## src/hw/rtl/ldf_pkg.sv

```systemverilog
// Types and constants of the ladder low-pass unit: microcode word, control struct,
// register indexes. Depends on nothing.
`timescale 1ns / 1ps

package ldf_pkg;

  localparam int CFG_INDEX_W = 2;
  localparam logic [CFG_INDEX_W-1:0] REG_STAGE_GAIN    = 2'd0;
  localparam logic [CFG_INDEX_W-1:0] REG_FEEDBACK_GAIN = 2'd1;
  localparam logic [CFG_INDEX_W-1:0] REG_NORM_GAIN     = 2'd2;

  // Reset cutoff gain in Q0.16; rescaled to the coefficient width at the top level.
  localparam int GAIN_RESET_Q16 = 4030;

  typedef logic [3:0] step_t;
  typedef logic [1:0] idx_t;

  localparam idx_t  IDX_LAST    = 2'd3;
  localparam step_t STEP_HORNER = 4'd1;
  localparam step_t STEP_STAGE  = 4'd12;

  typedef enum logic [2:0] {
    ALU_NONE,
    ALU_LOAD_S,
    ALU_V_ADD_S,
    ALU_X_SUB_V,
    ALU_V_SUB_S,
    ALU_ACC_SUB_NEXT
  } alu_op_t;

  typedef enum logic [1:0] {
    ST_HOLD,
    ST_ROT,
    ST_ROT_WR
  } st_op_t;

  typedef enum logic {
    MOP_ACC,
    MOP_V
  } mop_t;

  typedef enum logic [1:0] {
    CO_G,
    CO_ONE_MINUS_G,
    CO_K,
    CO_NORM
  } coef_sel_t;

  typedef struct packed {
    alu_op_t   alu_op;
    st_op_t    st_op;
    logic      mul_en;
    mop_t      mul_op;
    coef_sel_t coef_sel;
    logic      rnd_en;
    logic      idx_inc;
    logic      jmp_en;
    step_t     jmp_tgt;
    logic      emit;
  } ucode_t;

  localparam ucode_t UCODE_NOP = '{
    alu_op:   ALU_NONE,
    st_op:    ST_HOLD,
    mul_en:   1'b0,
    mul_op:   MOP_ACC,
    coef_sel: CO_G,
    rnd_en:   1'b0,
    idx_inc:  1'b0,
    jmp_en:   1'b0,
    jmp_tgt:  4'd0,
    emit:     1'b0
  };

  typedef struct packed {
    logic load;
    logic fire;
    logic emit;
  } seq_ctl_t;

endpackage

```

## src/hw/rtl/ldf_ucode_rom.sv

```systemverilog
// Microprogram ROM of the ladder low-pass unit: one control word per step.
// Depends on ldf_pkg.
`timescale 1ns / 1ps

module ldf_ucode_rom (
  input  ldf_pkg::step_t  step,
  output ldf_pkg::ucode_t cw
);

  always_comb begin
    cw = ldf_pkg::UCODE_NOP;
    case (step)
      // Horner feedback sum over rotating states, resonance, normalisation
      4'd0: begin
        cw.alu_op  = ldf_pkg::ALU_LOAD_S;
        cw.st_op   = ldf_pkg::ST_ROT;
        cw.idx_inc = 1'b1;
      end
      4'd1: begin
        cw.mul_en   = 1'b1;
        cw.mul_op   = ldf_pkg::MOP_ACC;
        cw.coef_sel = ldf_pkg::CO_G;
      end
      4'd2: cw.rnd_en = 1'b1;
      4'd3: begin
        cw.alu_op  = ldf_pkg::ALU_V_ADD_S;
        cw.st_op   = ldf_pkg::ST_ROT;
        cw.idx_inc = 1'b1;
        cw.jmp_en  = 1'b1;
        cw.jmp_tgt = ldf_pkg::STEP_HORNER;
      end
      4'd4: begin
        cw.mul_en   = 1'b1;
        cw.mul_op   = ldf_pkg::MOP_ACC;
        cw.coef_sel = ldf_pkg::CO_ONE_MINUS_G;
      end
      4'd5: cw.rnd_en = 1'b1;
      4'd6: begin
        cw.mul_en   = 1'b1;
        cw.mul_op   = ldf_pkg::MOP_V;
        cw.coef_sel = ldf_pkg::CO_K;
      end
      4'd7: cw.rnd_en = 1'b1;
      4'd8: cw.alu_op = ldf_pkg::ALU_X_SUB_V;
      4'd9: begin
        cw.mul_en   = 1'b1;
        cw.mul_op   = ldf_pkg::MOP_ACC;
        cw.coef_sel = ldf_pkg::CO_NORM;
      end
      4'd10: cw.rnd_en = 1'b1;
      4'd11: cw.alu_op = ldf_pkg::ALU_V_SUB_S;
      // one-pole stage loop
      4'd12: begin
        cw.mul_en   = 1'b1;
        cw.mul_op   = ldf_pkg::MOP_ACC;
        cw.coef_sel = ldf_pkg::CO_G;
      end
      4'd13: cw.rnd_en = 1'b1;
      4'd14: cw.alu_op = ldf_pkg::ALU_V_ADD_S;
      4'd15: begin
        cw.alu_op  = ldf_pkg::ALU_ACC_SUB_NEXT;
        cw.st_op   = ldf_pkg::ST_ROT_WR;
        cw.idx_inc = 1'b1;
        cw.jmp_en  = 1'b1;
        cw.jmp_tgt = ldf_pkg::STEP_STAGE;
        cw.emit    = 1'b1;
      end
      default: cw = ldf_pkg::UCODE_NOP;
    endcase
  end

endmodule

```

## src/hw/rtl/ldf_seq.sv

```systemverilog
// Sequencer of the ladder low-pass unit: step counter, loop index, jumps, handshakes.
// Depends on ldf_pkg.
`timescale 1ns / 1ps

module ldf_seq (
  input  logic              clk,
  input  logic              rst_n,
  input  logic              in_valid,
  output logic              in_ready,
  output logic              out_valid,
  input  logic              out_ready,
  input  ldf_pkg::ucode_t   cw,
  output ldf_pkg::step_t    step,
  output ldf_pkg::seq_ctl_t ctl
);

  logic           busy_r, busy_nxt;
  logic           out_valid_r, out_valid_nxt;
  ldf_pkg::step_t step_r, step_nxt;
  ldf_pkg::idx_t  idx_r, idx_nxt;
  logic           jump_taken;
  logic           stall;

  assign step      = step_r;
  assign in_ready  = !busy_r;
  assign out_valid = out_valid_r;

  always_comb begin
    jump_taken = cw.jmp_en && (idx_r != ldf_pkg::IDX_LAST);
    // hold the last step while the previous result still waits
    stall      = busy_r && cw.emit && !jump_taken && out_valid_r && !out_ready;
    ctl.load   = in_valid && !busy_r;
    ctl.fire   = busy_r && !stall;
    ctl.emit   = ctl.fire && cw.emit && !jump_taken;
  end

  always_comb begin
    busy_nxt = busy_r;
    step_nxt = step_r;
    idx_nxt  = idx_r;
    if (ctl.load) begin
      busy_nxt = 1'b1;
      step_nxt = '0;
      idx_nxt  = '0;
    end else if (ctl.fire) begin
      step_nxt = jump_taken ? cw.jmp_tgt : step_r + 1'b1;
      if (cw.idx_inc) begin
        idx_nxt = idx_r + 1'b1;
      end
      if (ctl.emit) begin
        busy_nxt = 1'b0;
      end
    end
    if (ctl.emit) begin
      out_valid_nxt = 1'b1;
    end else if (out_ready) begin
      out_valid_nxt = 1'b0;
    end else begin
      out_valid_nxt = out_valid_r;
    end
  end

  always_ff @(posedge clk) begin
    if (!rst_n) begin
      busy_r      <= 1'b0;
      out_valid_r <= 1'b0;
      step_r      <= '0;
      idx_r       <= '0;
    end else begin
      busy_r      <= busy_nxt;
      out_valid_r <= out_valid_nxt;
      step_r      <= step_nxt;
      idx_r       <= idx_nxt;
    end
  end

endmodule

```

## src/hw/rtl/ldf_dp.sv

```systemverilog
// Datapath of the ladder low-pass unit: shared multiplier with rounding stage,
// saturating adder, accumulator and the rotating line of four stage states.
// Depends on ldf_pkg.
`timescale 1ns / 1ps

module ldf_dp #(
  parameter int SAMPLE_WIDTH = 24,
  parameter int STATE_WIDTH  = 32,
  parameter int COEF_WIDTH   = 16
) (
  input  logic                           clk,
  input  logic                           rst_n,
  input  ldf_pkg::seq_ctl_t              ctl,
  input  ldf_pkg::ucode_t                cw,
  input  logic        [COEF_WIDTH-1:0]   stage_gain,
  input  logic        [COEF_WIDTH-1:0]   feedback_gain,
  input  logic        [COEF_WIDTH:0]     norm_gain,
  input  logic signed [SAMPLE_WIDTH-1:0] sample_in,
  output logic signed [SAMPLE_WIDTH-1:0] sample_out
);

  localparam int N  = SAMPLE_WIDTH;
  localparam int SW = STATE_WIDTH;
  localparam int F  = COEF_WIDTH;
  localparam int CW = F + 1;
  localparam int PW = SW + CW;
  localparam int RW = PW + 1;
  localparam int XW = ((N > SW) ? N : SW) + 1;

  localparam logic [RW-1:0] POS_LIM = {{(RW-SW+1){1'b0}}, {(SW-1){1'b1}}};
  localparam logic [RW-1:0] NEG_LIM = {{(RW-SW){1'b0}}, 1'b1, {(SW-1){1'b0}}};
  localparam logic [RW-1:0] HALF_G  = {{(RW-F){1'b0}}, 1'b1, {(F-1){1'b0}}};
  localparam logic [RW-1:0] HALF_K  = {{(RW-F+3){1'b0}}, 1'b1, {(F-4){1'b0}}};

  localparam logic signed [XW-1:0] ST_MAX_X  = {{(XW-SW+1){1'b0}}, {(SW-1){1'b1}}};
  localparam logic signed [XW-1:0] ST_MIN_X  = {{(XW-SW+1){1'b1}}, {(SW-1){1'b0}}};
  localparam logic signed [XW-1:0] SMP_MAX_X = {{(XW-N+1){1'b0}}, {(N-1){1'b1}}};
  localparam logic signed [XW-1:0] SMP_MIN_X = {{(XW-N+1){1'b1}}, {(N-1){1'b0}}};

  function automatic logic signed [SW-1:0] sat_st(input logic signed [XW-1:0] d);
    logic signed [SW-1:0] r;
    if (d > ST_MAX_X) begin
      r = ST_MAX_X[SW-1:0];
    end else if (d < ST_MIN_X) begin
      r = ST_MIN_X[SW-1:0];
    end else begin
      r = d[SW-1:0];
    end
    return r;
  endfunction

  logic signed [SW-1:0] acc_r, acc_nxt;
  logic signed [SW-1:0] v_r;
  logic signed [N-1:0]  x_r;
  logic signed [N-1:0]  sample_out_r;
  logic        [PW-1:0] prod_r;
  logic                 neg_r;
  logic                 shk_r;
  logic signed [SW-1:0] s_r   [4];
  logic signed [SW-1:0] s_nxt [4];

  logic        [CW-1:0] coef;
  logic signed [SW-1:0] mop;
  logic        [SW-1:0] mag;
  logic        [RW-1:0] rsum;
  logic        [RW-1:0] rq;
  logic        [RW-1:0] lim;
  logic        [RW-1:0] rmag;
  logic signed [SW-1:0] v_rnd;
  logic signed [SW-1:0] st_wr;
  logic signed [XW-1:0] out_ext;
  logic signed [N-1:0]  out_sat;

  assign sample_out = sample_out_r;

  // multiplier operand and coefficient
  always_comb begin
    case (cw.coef_sel)
      ldf_pkg::CO_G:           coef = {1'b0, stage_gain};
      ldf_pkg::CO_ONE_MINUS_G: coef = {1'b1, {F{1'b0}}} - {1'b0, stage_gain};
      ldf_pkg::CO_K:           coef = {1'b0, feedback_gain};
      ldf_pkg::CO_NORM:        coef = norm_gain;
      default:                 coef = '0;
    endcase
    mop = (cw.mul_op == ldf_pkg::MOP_V) ? v_r : acc_r;
    mag = mop[SW-1] ? (~$unsigned(mop)) + 1'b1 : $unsigned(mop);
  end

  // round to nearest on the magnitude (ties away from zero), clamp, restore sign
  always_comb begin
    rsum  = {1'b0, prod_r} + (shk_r ? HALF_K : HALF_G);
    rq    = shk_r ? (rsum >> (F - 3)) : (rsum >> F);
    lim   = neg_r ? NEG_LIM : POS_LIM;
    rmag  = (rq > lim) ? lim : rq;
    v_rnd = neg_r ? $signed(~rmag[SW-1:0] + 1'b1) : $signed(rmag[SW-1:0]);
  end

  always_comb begin
    st_wr = sat_st(XW'(acc_r) + XW'(v_r));
    case (cw.alu_op)
      ldf_pkg::ALU_LOAD_S:       acc_nxt = s_r[0];
      ldf_pkg::ALU_V_ADD_S:      acc_nxt = sat_st(XW'(v_r) + XW'(s_r[0]));
      ldf_pkg::ALU_X_SUB_V:      acc_nxt = sat_st(XW'(x_r) - XW'(v_r));
      ldf_pkg::ALU_V_SUB_S:      acc_nxt = sat_st(XW'(v_r) - XW'(s_r[0]));
      ldf_pkg::ALU_ACC_SUB_NEXT: acc_nxt = sat_st(XW'(acc_r) - XW'(s_r[1]));
      default:                   acc_nxt = acc_r;
    endcase
  end

  // rotate the state line so the stage in use always sits at the head
  always_comb begin
    for (int i = 0; i < 4; i++) begin
      s_nxt[i] = s_r[i];
    end
    case (cw.st_op)
      ldf_pkg::ST_ROT: begin
        for (int i = 0; i < 3; i++) begin
          s_nxt[i] = s_r[i+1];
        end
        s_nxt[3] = s_r[0];
      end
      ldf_pkg::ST_ROT_WR: begin
        for (int i = 0; i < 3; i++) begin
          s_nxt[i] = s_r[i+1];
        end
        s_nxt[3] = st_wr;
      end
      default: ;
    endcase
  end

  always_comb begin
    out_ext = XW'(acc_r);
    if (out_ext > SMP_MAX_X) begin
      out_sat = SMP_MAX_X[N-1:0];
    end else if (out_ext < SMP_MIN_X) begin
      out_sat = SMP_MIN_X[N-1:0];
    end else begin
      out_sat = out_ext[N-1:0];
    end
  end

  always_ff @(posedge clk) begin
    if (!rst_n) begin
      for (int i = 0; i < 4; i++) begin
        s_r[i] <= '0;
      end
    end else if (ctl.fire) begin
      for (int i = 0; i < 4; i++) begin
        s_r[i] <= s_nxt[i];
      end
    end
  end

  always_ff @(posedge clk) begin
    if (ctl.load) begin
      x_r <= sample_in;
    end
    if (ctl.fire) begin
      acc_r <= acc_nxt;
      if (cw.mul_en) begin
        prod_r <= PW'(mag) * PW'(coef);
        neg_r  <= mop[SW-1];
        shk_r  <= (cw.coef_sel == ldf_pkg::CO_K);
      end
      if (cw.rnd_en) begin
        v_r <= v_rnd;
      end
    end
    if (ctl.emit) begin
      sample_out_r <= out_sat;
    end
  end

endmodule

```

## src/hw/rtl/ladder_lowpass_4pole_zdf_unit.sv

```systemverilog
// Four-pole zero-delay-feedback ladder low-pass filter, one sample in, one sample out.
// A microprogram of 16 steps runs on one shared multiplier: the feedback sum in Horner
// form, the resonance feedback and input normalisation, then four trapezoidal one-pole
// stages. A sample runs from acceptance to a valid result through the dependent chain
// of 10 multiplications, each a multiply step followed by a rounding step, and 14 load,
// add and subtract steps; a new sample can be taken in the same cycle as the previous
// result appears. A finished result waits in the output register while the next sample
// is already being worked on; the last step holds if that register is still full.
// Software writes the prewarped gain G (Q0.F), the feedback gain k (Q3.F-3) and the
// normalising gain 1/(1+kG^4) (Q1.F) while the unit is idle; indexes beyond these
// three are ignored. Depends on ldf_pkg, ldf_ucode_rom, ldf_seq, ldf_dp.
`timescale 1ns / 1ps

module ladder_lowpass_4pole_zdf_unit #(
  parameter int SAMPLE_WIDTH = 24,
  parameter int STATE_WIDTH  = 32,
  parameter int COEF_WIDTH   = 16
) (
  input  logic                                clk,
  input  logic                                rst_n,
  // sample input channel
  input  logic                                in_valid,
  output logic                                in_ready,
  input  logic signed [SAMPLE_WIDTH-1:0]      in_sample_in,
  // filtered sample channel
  output logic                                out_valid,
  input  logic                                out_ready,
  output logic signed [SAMPLE_WIDTH-1:0]      out_sample_out,
  // register write channel
  input  logic                                cfg_valid,
  output logic                                cfg_ready,
  input  logic [ldf_pkg::CFG_INDEX_W-1:0]     cfg_index,
  input  logic [COEF_WIDTH:0]                 cfg_data
);

  // Reset gain is given in Q0.16; rescale it through a 24-bit intermediate.
  localparam logic [COEF_WIDTH-1:0] STAGE_GAIN_RST =
    COEF_WIDTH'((ldf_pkg::GAIN_RESET_Q16 << 8) >> (24 - COEF_WIDTH));
  localparam logic [COEF_WIDTH:0]   NORM_GAIN_RST  = {1'b1, {COEF_WIDTH{1'b0}}};

  logic [COEF_WIDTH-1:0] stage_gain_r, stage_gain_nxt;
  logic [COEF_WIDTH-1:0] feedback_gain_r, feedback_gain_nxt;
  logic [COEF_WIDTH:0]   norm_gain_r, norm_gain_nxt;

  ldf_pkg::step_t    step;
  ldf_pkg::ucode_t   cw;
  ldf_pkg::seq_ctl_t ctl;

  // Registers take every write transaction; software must only write while idle, as the block does not enforce it.
  assign cfg_ready = 1'b1;

  always_comb begin
    stage_gain_nxt    = stage_gain_r;
    feedback_gain_nxt = feedback_gain_r;
    norm_gain_nxt     = norm_gain_r;
    if (cfg_valid) begin
      case (cfg_index)
        ldf_pkg::REG_STAGE_GAIN:    stage_gain_nxt    = cfg_data[COEF_WIDTH-1:0];
        ldf_pkg::REG_FEEDBACK_GAIN: feedback_gain_nxt = cfg_data[COEF_WIDTH-1:0];
        ldf_pkg::REG_NORM_GAIN:     norm_gain_nxt     = cfg_data;
        default: ;  // drop writes to unknown indexes
      endcase
    end
  end

  always_ff @(posedge clk) begin
    if (!rst_n) begin
      stage_gain_r    <= STAGE_GAIN_RST;
      feedback_gain_r <= '0;
      norm_gain_r     <= NORM_GAIN_RST;
    end else begin
      stage_gain_r    <= stage_gain_nxt;
      feedback_gain_r <= feedback_gain_nxt;
      norm_gain_r     <= norm_gain_nxt;
    end
  end

  // Fetch the control word of the current step.
  ldf_ucode_rom u_rom (
    .step (step),
    .cw   (cw)
  );

  // Advance the step counter, take jumps, run both handshakes.
  ldf_seq u_seq (
    .clk       (clk),
    .rst_n     (rst_n),
    .in_valid  (in_valid),
    .in_ready  (in_ready),
    .out_valid (out_valid),
    .out_ready (out_ready),
    .cw        (cw),
    .step      (step),
    .ctl       (ctl)
  );

  // Multiply, round, add and hold the four stage states.
  ldf_dp #(
    .SAMPLE_WIDTH (SAMPLE_WIDTH),
    .STATE_WIDTH  (STATE_WIDTH),
    .COEF_WIDTH   (COEF_WIDTH)
  ) u_dp (
    .clk           (clk),
    .rst_n         (rst_n),
    .ctl           (ctl),
    .cw            (cw),
    .stage_gain    (stage_gain_r),
    .feedback_gain (feedback_gain_r),
    .norm_gain     (norm_gain_r),
    .sample_in     (in_sample_in),
    .sample_out    (out_sample_out)
  );

endmodule

```

## config.mk

```make
export PLATFORM = sky130hd
export DESIGN_NAME = ladder_lowpass_4pole_zdf_unit
export DESIGN_NICKNAME = d
export VERILOG_FILES = /design/src/hw/rtl/ldf_pkg.sv /design/src/hw/rtl/ldf_ucode_rom.sv /design/src/hw/rtl/ldf_seq.sv /design/src/hw/rtl/ldf_dp.sv /design/src/hw/rtl/ladder_lowpass_4pole_zdf_unit.sv
export SDC_FILE = /design/constraint.sdc
export NUM_CORES = 2
export LEC_CHECK = 0
export BUFFER_PORTS_ARGS = -buffer_cell sky130_fd_sc_hd__clkbuf_2
export CORE_MARGIN = 4
export CORE_UTILIZATION = 30
export CTS_CLUSTER_DIAMETER = 100
export DETAILED_ROUTE_END_ITERATION = 6
export PLACE_DENSITY_LB_ADDON = 0.15
export SYNTH_ARGS = -nofsm -noshare
export SYNTH_HDL_FRONTEND = slang
export SYNTH_SLANG_ARGS = --single-unit
```

## constraint.sdc

```tcl
create_clock -name clk -period 25.2 [get_ports clk]
set_input_delay 2.52 -clock clk [delete_from_list [all_inputs] [get_ports clk]]
set_output_delay 2.52 -clock clk [all_outputs]
set_load 0.02 [all_outputs]
```

# Yosys cells after proc, flatten, opt, wreduce, memory -nomap -nowiden
# Memory sizes are Yosys's and may differ from the RTL's.
# Cells that the tools add are included.
op_classes:
  eq_ne: 28
  mux: 42
  mul: 1
  add_sub_neg: 11
  n_bitwise: 7
  n_reduce_logical: 34
  n_lt_le_gt_ge: 13
ops:
  columns: ["operator", "count"]
  rows:
  - ["32-bit two-way mux", 19]
  - ["128-bit one-hot mux with 2 select lines", 1]
  - ["33-bit by 32-bit greater-than comparator with 1-bit output, second input constant", 5]
  - ["33-bit by 32-bit < comparator with 1-bit output, second input constant", 5]
  - ["32-bit one-hot mux with 5 select lines", 1]
  - ["17-bit one-hot mux with 4 select lines", 1]
  - ["32-bit by 32-bit adder with 33-bit output", 2]
  - ["32-bit by 32-bit subtractor with 33-bit output", 2]
  - ["32-bit by 1-bit adder with 32-bit output, second input constant", 2]
  - ["32-bit NOT", 2]
  - ["49-bit by 50-bit adder with 50-bit output", 1]
  - ["32-bit by 17-bit multiplier with 49-bit output", 1]
  - ["37-bit by 32-bit greater-than comparator with 1-bit output", 1]
  - ["37-bit two-way mux", 1]
  - ["24-bit by 32-bit subtractor with 33-bit output", 1]
  - ["4-bit == test, second input constant", 8]
  - ["32-bit by 24-bit greater-than comparator with 1-bit output, second input constant", 1]
  - ["32-bit by 24-bit < comparator with 1-bit output, second input constant", 1]
  - ["24-bit two-way mux", 1]
  - ["17-bit by 16-bit subtractor with 17-bit output, first input constant", 1]
  - ["4-bit by 3-bit == test with 1-bit output, second input constant", 4]
  - ["16-bit two-way mux", 1]
  - ["4-bit one-hot mux with 4 select lines", 1]
  - ["2-bit AND reduction", 8]
  - ["26 further kinds", 65]
word_totals:
  register_bits: 220
  inputBits: 48
  output_inout_bits: 27
  word_cells: 151
  ram_bits: 128
  n_memories: 1
memory_table:
  columns: ["memory", "words", "width", "rd", "rd_ports_with_merged_regs", "wr", "line", "text"]
  rows:
  - ["u_dp.s_r", 4, 32, 4, 0, 4, "ldf_dp.sv:59", "logic signed [SW-1:0] s_r [4];"]

# Logic depth before layout (Yosys ltp)
depth:
  depth_word: 14
  mapped_depth: 39
  depth_no_buf: 36

# Cells and area by module
# A second synthesis with hierarchy kept.
unflattened:
  hier_cells: 5083
  hier_area_um2: 44242.4
modules_own_cells:
  columns: ["mod", "cells_per_inst", "seq_area_each_um2", "area_each_um2", "instances"]
  rows:
  - ["ldf_dp", 4799, 8378.0, 41547.3, 1]
  - ["ladder_lowpass_4pole_zdf_unit", 195, 980.9, 1961.9, 1]
  - ["ldf_seq", 54, 160.2, 488.0, 1]
  - ["ldf_ucode_rom", 35, 0.0, 245.2, 1]

# Worst setup path before layout
# OpenSTA, ideal clock, no wires.
synth_timing:
  kind: "reg2reg"
  start: "register u_seq.step_r[0] (netlist: u_seq.step[0])"
  end: "register u_dp.prod_r[42], data pin"
  path_buffers: 3
  path_slack_ns: 15.689
  setup_time_ns: 0.261
  required_time_ns: 24.939
  synth_period_minus_slack_ns: 9.511
  arrival_ns: 9.250
  stages_incl_launch_ff: 36
  cell_sequence: "dfxtp_1 -> inv_1 -> ha_1 -> buf_2 -> and3b_1 -> buf_2 -> o21ai_1 -> inv_1 -> clkbuf_1 -> ha_1 -> nand4_1 -> nor4_1 -> o2111ai_1 -> o21bai_1 -> o21ai_0 -> xor2_1 -> nand2_1 -> fa_1 -> fa_1 -> fa_1 -> inv_1 -> fa_1 -> fa_1 -> inv_1 -> fa_1 -> inv_1 -> ha_1 -> a21o_1 -> a21o_1 -> a21o_1 -> a2111oi_0 -> o21ai_0 -> o21bai_1 -> a21boi_0 -> o311a_1 -> a311o_1"
synth_between:
  elab_chain_len: 8
  elab_cells_between_ends: 17
  cone_classes: "add/sub (1); mul (1); eq/ne (8); mux (4); bitwise (1); reduce/logical (2)"
synth_lines:
  columns: ["item", "line", "text"]
  rows:
  - ["start: declaration", "ldf_seq.sv:19", "ldf_pkg::step_t step_r, step_nxt;"]
  - ["start signal: assignment", "ldf_seq.sv:72", "step_r <= step_nxt;"]
  - ["4-bit by 1-bit == test with 1-bit output / 4-bit == test (equally long branches)", "ldf_ucode_rom.sv:12", "case (step)"]
  - ["2-bit OR reduction (no line)", null, null]
  - ["4-bit one-hot mux with 4 select lines *", "ldf_ucode_rom.sv:12", null]
  - ["32-bit two-way mux", "ldf_dp.sv:85", "mop = (cw.mul_op == ldf_pkg::MOP_V) ? v_r : acc_r;"]
  - ["32-bit NOT", "ldf_dp.sv:86", "mag = mop[SW-1] ? (~$unsigned(mop)) + 1'b1 : $unsigned(mop);"]
  - ["32-bit by 1-bit adder with 32-bit output", "ldf_dp.sv:86", null]
  - ["32-bit two-way mux", "ldf_dp.sv:86", null]
  - ["32-bit by 17-bit multiplier with 49-bit output *", "ldf_dp.sv:162", "prod_r <= PW'(mag) * PW'(coef);"]
  - ["end signal: assignment", "ldf_dp.sv:162", null]
  - ["end: declaration", "ldf_dp.sv:56", "logic [PW-1:0] prod_r;"]
# Every way passes the cells marked *; elsewhere a longest branch is shown, timed or not.
# A chain may end at the register's enable or synchronous reset.

# Worst setup path after layout
layout_timing:
  start: "register u_seq.step_r[0] (netlist: u_seq.step[0])"
  end: "register u_dp.prod_r[48], data pin"
# Same word-level chain as after synthesis.

==> summary.md <==
| Metric | Value |
|---|---|
| Outcome | finished clean |
| Post-CTS setup buffers | 0 |
| Antenna-violating nets left | 0 |
| Hold_ws | 465 ps |
| Grt ovf | 0 |
| Final setup TNS | 0 ps |
| Clock sinks | 336 |
| Nets@finish | 5942 |
| Post-Route WL | 172 mm |
| FP Rows | 140 |
| Largest net degree at the start of global routing | 101 |
| Fill cells | 15400 |
| Slew Viols, Final | 0 |
| Router iterations before antenna repair | 6 |
| Worst Hold Path EP | feedback_gain_r[4] |
| Period utilization | 0.482 |
| Arrival time of the worst setup path | 12500 ps |
| CP dominant cell by count | fa_1 |
| Post-synth top cells | 735 x inv_1, 621 x nand2_1, 452 x fa_1 |
| Resize count post-CTS | 0 |
| Clk_lat worst skew | 680 ps |
| Hold bufs inserted after CTS | 0 |
| Cells after synthesis | 5123 |
| Mean Syn Cell Area | 8.60 sq um |
| Largest cells by area after synthesis | fa_1 21%, edfxtp_1 19%, ha_1 9.2% |
| Yosys warning count | 0 |
| Port buffer count | 73 |
| Post-route cell area | 0.0486 sq mm |
| Syn Nets | 5946 |
| Slowest Stage Delay on Critical Path | 950 ps |
| CP max-delay cell | and3b_1 |
| Setup violations, final | 0 |
| CP Capture Type | flip-flop |
| First-pass GRT wire length | 255 mm |
| Synthesized cell area | 0.0440 sq mm |
| Max cap viols | 0 |
| Io pins | 75 |
| Final min period | 12150 ps |
| DRC viols | 0 |
| Placed wire-length estimate | 135 mm |
| Die height | 391 um |
| Worst-path clk slew | 60 ps |
| Worst Skew | 67.2 ps |
| Final Hold Fails | 0 |
| Clock tree buffer depth | 3 |
| Worst Tran Pin Value | 1230 ps |
| Iter 0 DRT Violations | 3207 |
| F_max | 0.0823 GHz |
| DIE AREA | 0.153 sq mm |
| Register area share after synthesis | 0.216 |
| Met1 Wirelength | 77.9 mm |
| Post-synth ARST share | 0 |
| Routed wl met2 | 76.4 mm |
| Startpoint types | flip-flop |
| Main synth FF type | edfxtp_1 |
| RSZ-0062 raised after global routing | false |
| Max_slew headroom | 0.176 |
| DR vias/cell | 5.39 |
| CTS tree | yes |
| Hold path startpoint | feedback_gain_r[4] |
| Dpl cell area | 0.0469 sq mm |
| Storage cell area | 0.00952 sq mm |
| Max Used Layer | met5 |
| Met3 WL | 12.9 mm |
| Post-synth top area cell | fa_1 |
| Initial antenna violation count | 8 |
| Die span in x | 391 um |
| Post-synth top area share | 0.205 |
| Layout cells sized above 1 | 0.0661 |
| Core ar. | 0.146 sq mm |
| Synth-to-Final Area Change | 10.3% |
| Final GP Congestion | 0.970 |
| Vias in the first global route | 37500 |
| Total Routing Usage GR | 0.222 |
| Distinct cells, synth | 103 |
| Multi-input logic area | 0.0311 sq mm |
| Initial Util | 0.302 |
| H-tree lvl count | 2 |
| Worst-path fanout max | 29 |
| Hold path cells | 2 |
| Flop-to-flop setup slack | 13050 ps |
| Reg2Reg Launch Point | u_seq.step[0] |
| Cells after DPL | 6988 |
| Total CTS buffers | 46 |
| Number of flops mapped to enable cells by yosys | 279 |
| Hold WC Path Type | reg -> reg |
| DR WL/cell | 24.3 um |
| Critical path class | reg -> reg |
| Most frequent cell after synthesis | inv_1 |
| Root Driver | clkbuf_16 |
| Post-synthesis register bit count | 336 |
| Critical path required time | 25550 ps |
| R2r endpoint | u_dp.prod_r[48] |
| Depth of the worst register-to-register path | 34 |
| Total number of vias | 38100 |
| Fin cells | 7079 |
[kinds of logic after synthesis]
kind of cell | count (synthesis) | share of synthesized area
compound gates | 1079 | 0.165
flops | 336 | 0.216
fa+ha+maj | 782 | 0.299
buf+inv | 970 | 0.0837
mux | 56 | 0.0129
simple gates | 1672 | 0.178
other cells | 1 | 0.0000851
xor+xnor | 227 | 0.0451
[routing by layer]
layer | vias up | track usage
li1 | 17500 | -
met1 | 19200 | 0.315
met2 | 1248 | 0.347
met3 | 188 | 0.0441
met4 | 4 | 0.0577
met5 | - | 0
[sequential cells by signal, indices dropped and copies added (netlist names), 2 cells and up]
name             flops
u_dp.s_r           128
u_dp.prod_r         37
u_dp.acc_r          32
u_dp.v_r            32
u_dp.sample_out     24
u_dp.x_r            24
norm_gain_r         17
feedback_gain_r     16
stage_gain_r        16
u_seq.step           4
u_seq.idx_r          2
[worst max-delay path by stage]
| stage | start | to | slack [ps] |
|---|---|---|---|
| final | u_seq.step[0] | u_dp.prod_r[48] | 13050 |
| after global routing | u_seq.step[2] | u_dp.prod_r[48] | 12350 |
| after CTS | u_seq.step[0] | u_dp.prod_r[48] | 13090 |
| after detailed placement | u_seq.step[0] | u_dp.prod_r[48] | 13150 |
| after global placement | u_seq.step[2] | u_dp.prod_r[42] | 13460 |
| after floorplan | u_seq.step[0] | u_dp.prod_r[42] | 15690 |
[placed cells by master (no fill, tap or decap), types with 14 or more instances in the layout]
cell type / n
nand4_1: 41
o21bai_1: 36
or3_1: 32
o22ai_1: 18
clkbuf_2: 72
a221oi_1: 30
fa_1: 452
a21oi_1: 283
and3_1: 137
edfxtp_1: 279
o211ai_1: 22
xnor2_1: 153
or2_2: 16
nor3_1: 126
o21a_1: 77
a31oi_1: 64
a21o_1: 72
and2_1: 64
inv_1: 735
nor2_1: 371
nor4_1: 24
xor2_1: 67
a211oi_1: 28
dfxtp_1: 57
nand2b_1: 38
o21ai_0: 154
a22oi_1: 19
nor2b_1: 20
mux2i_1: 51
and4_1: 14
o31ai_1: 24
clkbuf_16: 47
buf_4: 108
nand3_1: 99
a21boi_0: 47
ha_1: 323
nand2_1: 620
a32oi_1: 20
[per-stage QoR]
stage,setup slack (ps),util
4_1_cts,13090,0.333
2_1_floorplan,15690,-
3_5_place_dp,13150,0.322
6_report,13050,0.333
5_1_grt,12350,0.333
3_3_place_gp,13460,0.322
[cell type report]
type,count,share of cell area
multi-input combinational,3817,0.639
sequential,336,0.196
antenna,5,0.000258
clock inverter,31,0.00865
timing repair buffer,180,0.0241
clock buffer,55,0.0252
inverter,738,0.0570
tap,1917,0.0494
[critical path, delay by kind of cell (launching register included)]
family | cells | cell delay [ps]
compound gates | 13 | 3640
xor+xnor | 2 | 1020
fa+ha+maj | 9 | 4090
buf+inv | 6 | 870
flops | 1 | 350
simple gates | 4 | 1850
Power is left out: the tool's default activity adds up to more than one toggle a clock period on the data nets, which glitch-free logic cannot reach.
